## src/rtl/mwrs_pkg.sv

```systemverilog
// ============================================================================
// mwrs_pkg: shared types and constants for the maximum width ramp search
// The request and result payload types and the default sizes live here.
// ============================================================================
package mwrs_pkg;

  // Default sizes of the element store and of one element.
  localparam int unsigned MAX_LEN_DEF    = 1024;
  localparam int unsigned VALUE_BITS_DEF = 16;

  // Fixed widths of the port fields.
  localparam int unsigned IN_VALUE_W = 16;
  localparam int unsigned RAMP_W     = 10;

  // Largest ramp width that the result field can carry.
  localparam int unsigned WIDTH_MAX = 1023;

  // Depth of the queue between the front and the back part.
  localparam int unsigned QUEUE_DEPTH = 2;

  // One request: an array element and the flag that closes the array.
  typedef struct packed {
    logic [IN_VALUE_W-1:0] value;
    logic                  last;
  } in_req_t;

  // One result: the widest ramp and the overflow flag of that array.
  typedef struct packed {
    logic [RAMP_W-1:0] ramp_width;
    logic              overflow;
  } out_res_t;

endpackage

```

## src/rtl/mwrs_queue.sv

```systemverilog
// ============================================================================
// mwrs_queue: short request queue between the front and the back part
// A small register FIFO; the writer checks full, the reader checks valid.
// ============================================================================
module mwrs_queue #(
  parameter type entry_t = logic
) (
  input  logic   clk,
  input  logic   rst_n,
  input  logic   push,
  input  entry_t push_entry,
  output logic   full,
  input  logic   pop,
  output logic   valid,
  output entry_t pop_entry
);
  import mwrs_pkg::*;

  localparam int unsigned DEPTH = QUEUE_DEPTH;
  localparam int unsigned PTR_W = (DEPTH > 1) ? $clog2(DEPTH) : 1;
  localparam int unsigned CNT_W = $clog2(DEPTH + 1);

  entry_t             slot_r [DEPTH];
  logic [PTR_W-1:0]   wr_ptr_r, wr_ptr_nxt;
  logic [PTR_W-1:0]   rd_ptr_r, rd_ptr_nxt;
  logic [CNT_W-1:0]   count_r, count_nxt;
  logic               do_push, do_pop;

  assign full      = (count_r == CNT_W'(DEPTH));
  assign valid     = (count_r != '0);
  assign pop_entry = slot_r[rd_ptr_r];
  assign do_push   = push && !full;
  assign do_pop    = pop && valid;

  // Pointer and fill count update.
  always_comb begin
    wr_ptr_nxt = wr_ptr_r;
    rd_ptr_nxt = rd_ptr_r;
    count_nxt  = count_r;
    if (do_push) begin
      wr_ptr_nxt = (wr_ptr_r == PTR_W'(DEPTH - 1)) ? '0 : wr_ptr_r + 1'b1;
    end
    if (do_pop) begin
      rd_ptr_nxt = (rd_ptr_r == PTR_W'(DEPTH - 1)) ? '0 : rd_ptr_r + 1'b1;
    end
    if (do_push && !do_pop) begin
      count_nxt = count_r + 1'b1;
    end else if (do_pop && !do_push) begin
      count_nxt = count_r - 1'b1;
    end
  end

  always_ff @(posedge clk) begin
    if (!rst_n) begin
      wr_ptr_r <= '0;
      rd_ptr_r <= '0;
      count_r  <= '0;
    end else begin
      wr_ptr_r <= wr_ptr_nxt;
      rd_ptr_r <= rd_ptr_nxt;
      count_r  <= count_nxt;
    end
  end

  // Entry storage.
  always_ff @(posedge clk) begin
    if (do_push) begin
      slot_r[wr_ptr_r] <= push_entry;
    end
  end

endmodule

```

## config.mk

```make
export PLATFORM = sky130hd
export DESIGN_NAME = mwrs_queue
export DESIGN_NICKNAME = d
export VERILOG_FILES = /design/src/rtl/mwrs_pkg.sv /design/src/rtl/mwrs_queue.sv
export SDC_FILE = /design/constraint.sdc
export NUM_CORES = 1
export LEC_CHECK = 0
export BUFFER_PORTS_ARGS = -buffer_cell sky130_fd_sc_hd__buf_4
export CAP_MARGIN = 20
export CORE_AREA = 2 2 39 41
export CTS_CLUSTER_SIZE = 24
export DETAILED_ROUTE_END_ITERATION = 6
export DIE_AREA = 0 0 41 43
export GPL_TIMING_DRIVEN = 1
export HOLD_SLACK_MARGIN = 0.12
export PLACE_DENSITY = 0.45
export SLEW_MARGIN = 30
export SYNTH_ARGS = -nofsm -noshare
export SYNTH_HDL_FRONTEND = slang
export SYNTH_SLANG_ARGS = --single-unit
```

## constraint.sdc

```tcl
create_clock -name clk -period 1.35 [get_ports clk]
set_input_delay 0.27 -clock clk [delete_from_list [all_inputs] [get_ports clk]]
set_output_delay 0.27 -clock clk [all_outputs]
set_load 0.02 [all_outputs]
```

==> results_tabular.tex <==
\begin{tabular}{lr}
\hline
Metric & Value \\
\hline
\multicolumn{2}{l}{\textbf{STA}} \\
Final clock skew & about 0.0018 ns \\
Final number of hold-violating endpoints & 0 \\
Maximum clock frequency & just over 700 MHz \\
Least-Margin Pin Slew & approximately 0.21 ns \\
Max Slew Vio Count & 0 \\
Final setup margin & -0.0638 ns \\
Final setup violating endpoints & 1 \\
Final worst path period share & 1.05 \\
Relative slew slack & 0.859 \\
Time the worst path needs with I/O delays and setup & approximately 1.4 ns \\
Setup repair after global routing missed its margin & true \\
\multicolumn{2}{l}{\textbf{Power and ir drop}} \\
Net switching component of the power & approximately 0.36 mW \\
Post-route total power & roughly 1.1 mW \\
Leakage & $\sim$0.22 nW \\
Clk pwr share & 0.170 \\
Fraction of power spent switching nets & 0.325 \\
Total internal power & between 0.7 and 0.8 mW \\
Worst ir drop on vdd & about 0.8 mV \\
Portion of total power attributed to sequential cells & 0.306 \\
Combinational power share & 0.524 \\
Total power density per cell area & around 2300 nW/um2 \\
\multicolumn{2}{l}{\textbf{Die}} \\
Number of top-level pins & 8 \\
Initial Util & 0.222 \\
Chip Height & 43 um \\
Total die area & around 1800 um2 \\
Floorplan Core Area & roughly 1400 um2 \\
Width of the die & slightly above 40 um \\
Standard-cell row count & 14 \\
\multicolumn{2}{l}{\textbf{Route}} \\
Via density & between 4 and 5 \\
Count of nets left with antenna violations after detail routing & 0 \\
DRC errors left & 0 \\
DRC violation total after the first TritonRoute iteration & 3 \\
Number of vias after detailed routing & about 260 \\
Average wire per cell in the routed design & 9.42 um \\
First drt pass iteration count & 2 \\
DRT Wirelength & a little under 600 um \\
\multicolumn{2}{l}{\textbf{Yosys}} \\
Total standard cell area after synthesis & 308 um2 \\
Post-synth ARST share & 0 \\
Most numerous cell in the Yosys netlist & sky130\_fd\_sc\_hd\_\_dfxtp\_1 \\
Number of enable flip-flop cells after synthesis & 2 \\
Most area-hungry cell type in the Yosys netlist & sky130\_fd\_sc\_hd\_\_dfxtp\_1 \\
Top cell type's share of synthesized area & 0.325 \\
Number of cells produced by synthesis & 28 \\
Count of synthesis-stage warnings from yosys & 0 \\
Leading post-synthesis cells by cell area & sky130\_fd\_sc\_hd\_\_dfxtp\_1 (33\%), sky130\_fd\_sc\_hd\_\_edfxtp\_1 (20\%), sky130\_fd\_sc\_hd\_\_and2\_1 (6.1\%) \\
Count of unique library cells instantiated by Yosys & 20 \\
Sequential area share after synthesis & 0.520 \\
Flops \& latches, synth & 7 \\
Avg Synthesized Cell Area & roughly 11 um2 \\
Commonest cells in the netlist & sky130\_fd\_sc\_hd\_\_dfxtp\_1 (5), sky130\_fd\_sc\_hd\_\_and2\_1 (3), sky130\_fd\_sc\_hd\_\_edfxtp\_1 (2), sky130\_fd\_sc\_hd\_\_xnor2\_1 (2) \\
Mapped Nets & 34 \\
Main flop type after synthesis & sky130\_fd\_sc\_hd\_\_dfxtp\_1 \\
\multicolumn{2}{l}{\textbf{Place}} \\
Setup slack at placement & -0.0603 ns \\
Buffers added on ports & 7 \\
Global placement routability congestion & about 0.76 \\
HPWL after detailed placement & between 400 and 500 um \\
\multicolumn{2}{l}{\textbf{Global routing}} \\
Global-route wire length before repair & between 1000 and 1500 um \\
Total gr overflow & 0 \\
Antenna violations before repair & 0 \\
Largest net degree at the start of global routing & 6 \\
Via count of the first global-routing pass & between 200 and 300 \\
Tot GR Track Use & 0.0989 \\
\multicolumn{2}{l}{\textbf{Final layout}} \\
Growth of design area from synthesis to finish & 60.2\% \\
Flip-flop and latch area & between 150 and 200 um2 \\
Filler Cell Count & around 140 \\
Footprint of the multi-input gates & 155 um2 \\
Fraction of layout instances using a drive strength above 1 & 0.587 \\
Number of diodes added for antenna fixing & 0 \\
Final nets & 53 \\
\multicolumn{2}{l}{\textbf{Hold path}} \\
Launch instance of the worst min-delay path & push\_entry \\
Number of cells on the worst hold path & 1 \\
Worst Hold Endpoint & slot\_r[1] \\
Hold WC Path Type & in -> reg \\
\multicolumn{2}{l}{\textbf{Clock network}} \\
Maximum count of clock buffers along a single path & 2 \\
CTS root buffer & sky130\_fd\_sc\_hd\_\_clkbuf\_4 \\
CTS Buf Count & 3 \\
Clock-pin slew on the worst setup and hold paths & $\sim$0.050 ns \\
H-tree depth & 1 \\
Clock latency on the worst-skew pair & roughly 0.25 ns \\
Number of sinks handled by clock tree synthesis & 7 \\
CTS tree & done \\
CTS Hold Bufs & 0 \\
\multicolumn{2}{l}{\textbf{Worst setup path}} \\
Slowest cell on the critical path & sky130\_fd\_sc\_hd\_\_or3\_1 \\
Maximum single-stage delay on the critical path & around 0.35 ns \\
Slack of the worst reg-to-reg path & -0.06 ns \\
Endpoint arrival time on the critical path & approximately 1.6 ns \\
Kind of launch point of the worst setup path & flip-flop \\
Required time of the critical path & roughly 1.5 ns \\
Classification of the worst setup path & reg -> reg \\
Destination of the worst register-to-register timing path & count\_r[1] \\
Critical Path Sink Type & flip-flop \\
Worst-path cell chain & nand2b\_4, inv\_6, nor2\_2, ha\_2, xor2\_1, or3\_1, a21boi\_1 \\
Beginning of the worst register-to-register path & count\_r[0] \\
Logic depth of the worst register-to-register path & 7 \\
Maximum fanout along the worst path & 3 \\
\multicolumn{2}{l}{\textbf{Outcome}} \\
Violations in the final reports & setup timing \\
Outcome & complete, but fails checks \\
\multicolumn{2}{l}{\textbf{Flow run}} \\
Count of maximum capacitance violations & 0 \\
\hline
\end{tabular}
-- worst max path at each step --
stage,startpoint,endpoint,depth (start not counted),slack (ns)
6_report,count_r[0],count_r[1],7,-0.06
5_1_grt,count_r[0],count_r[1],7,-0.17
4_1_cts,count_r[0],count_r[1],7,-0.07
3_5_place_dp,count_r[1],count_r[1],7,-0.06
3_3_place_gp,count_r[1],count_r[1],7,-0.03
2_1_floorplan,count_r[0],count_r[1],7,-0.06
-- per-layer routing --
metal	GRT usage	share of wire	vias to the layer above
met5	0	0	-
met4	0.100	0.038	0
met3	0.0471	0.043	4
met2	0.141	0.53	5
met1	0.0948	0.39	117
li1	-	-	130
-- cell type report --
type / count / share of cell area
Tap cell: 16 / 0.0406
Multi-Input combinational cell: 19 / 0.315
Clock buffer: 4 / 0.0533
Timing Repair Buffer: 14 / 0.228
Sequential cell: 7 / 0.338
Inverter: 2 / 0.0254
-- through the flow --
step                hold WS, ns  TNS [ns]  cells  area (um2)   util
floorplan                 0.369   -0.0562     28         327      -
global placement          0.457   -0.0266     56         437  0.316
detailed placement        0.458   -0.0603     56         437  0.316
CTS                       0.195   -0.0681     61         482  0.348
global route              0.185    -0.189     62         493  0.356
finish                    0.205   -0.0638     62         493  0.356
-- cell usage in the layout, fill, tap and decap left out --
master,count
sky130_fd_sc_hd__clkbuf_1,1
sky130_fd_sc_hd__xnor2_1,2
sky130_fd_sc_hd__nor3_2,1
sky130_fd_sc_hd__inv_6,1
sky130_fd_sc_hd__and3_1,1
sky130_fd_sc_hd__dfxtp_2,2
sky130_fd_sc_hd__nand2b_4,1
sky130_fd_sc_hd__a21boi_0,1
sky130_fd_sc_hd__nor2_2,1
sky130_fd_sc_hd__or2_4,1
sky130_fd_sc_hd__or3_1,1
sky130_fd_sc_hd__dfxtp_1,2
sky130_fd_sc_hd__dfxtp_4,1
sky130_fd_sc_hd__xor2_1,1
sky130_fd_sc_hd__mux2_2,1
sky130_fd_sc_hd__o21a_1,1
sky130_fd_sc_hd__edfxtp_1,2
sky130_fd_sc_hd__a21boi_1,1
sky130_fd_sc_hd__inv_1,1
sky130_fd_sc_hd__and2_1,3
sky130_fd_sc_hd__ha_2,1
sky130_fd_sc_hd__o21ai_0,1
sky130_fd_sc_hd__buf_4,12
sky130_fd_sc_hd__clkbuf_4,3
sky130_fd_sc_hd__o21ai_1,1
sky130_fd_sc_hd__buf_6,2
-- power groups by stage --
stage | logic, mW | clock network, mW | registers [mW]
floorplan | 0.308 | 0 | 0.331
global placement | 0.486 | 0 | 0.327
detailed placement | 0.505 | 0 | 0.330
CTS | 0.565 | 0.198 | 0.332
global route | 0.632 | 0.213 | 0.348
finish | 0.582 | 0.189 | 0.339
-- what timing repair did --
item	4_1_cts	5_1_grt
endpoints found under the hold margin	0	0
pin swaps	0	0
buffers inserted	1	1
resized for setup	4	2
endpoints found under the setup margin	2	3
-- worst max-delay path, delay by kind of cell (launching register included) --
kind | cells | cell delay [ns]
AOI/OAI and AO/OA | 1 | 0.12
xor gates and xnor gates | 1 | 0.15
buffers and inverters | 1 | 0.05
DFF | 1 | 0.32
and+or+nand+nor | 3 | 0.53
adders and majority gates | 1 | 0.18
-- cells by family (layout without fill, tap and decap cells) --
kind of cell / count (synthesis) / after routing / share of synthesized area
fa+ha+maj: 1 / 1 / 0.0406
xor+xnor: 3 / 3 / 0.0854
flops: 7 / 7 / 0.520
buf+inv: 2 / 20 / 0.0244
compound gates: 5 / 5 / 0.106
simple gates: 9 / 9 / 0.187
mux: 1 / 1 / 0.0366
No activity file was read; power rests on OpenSTA's default activity.
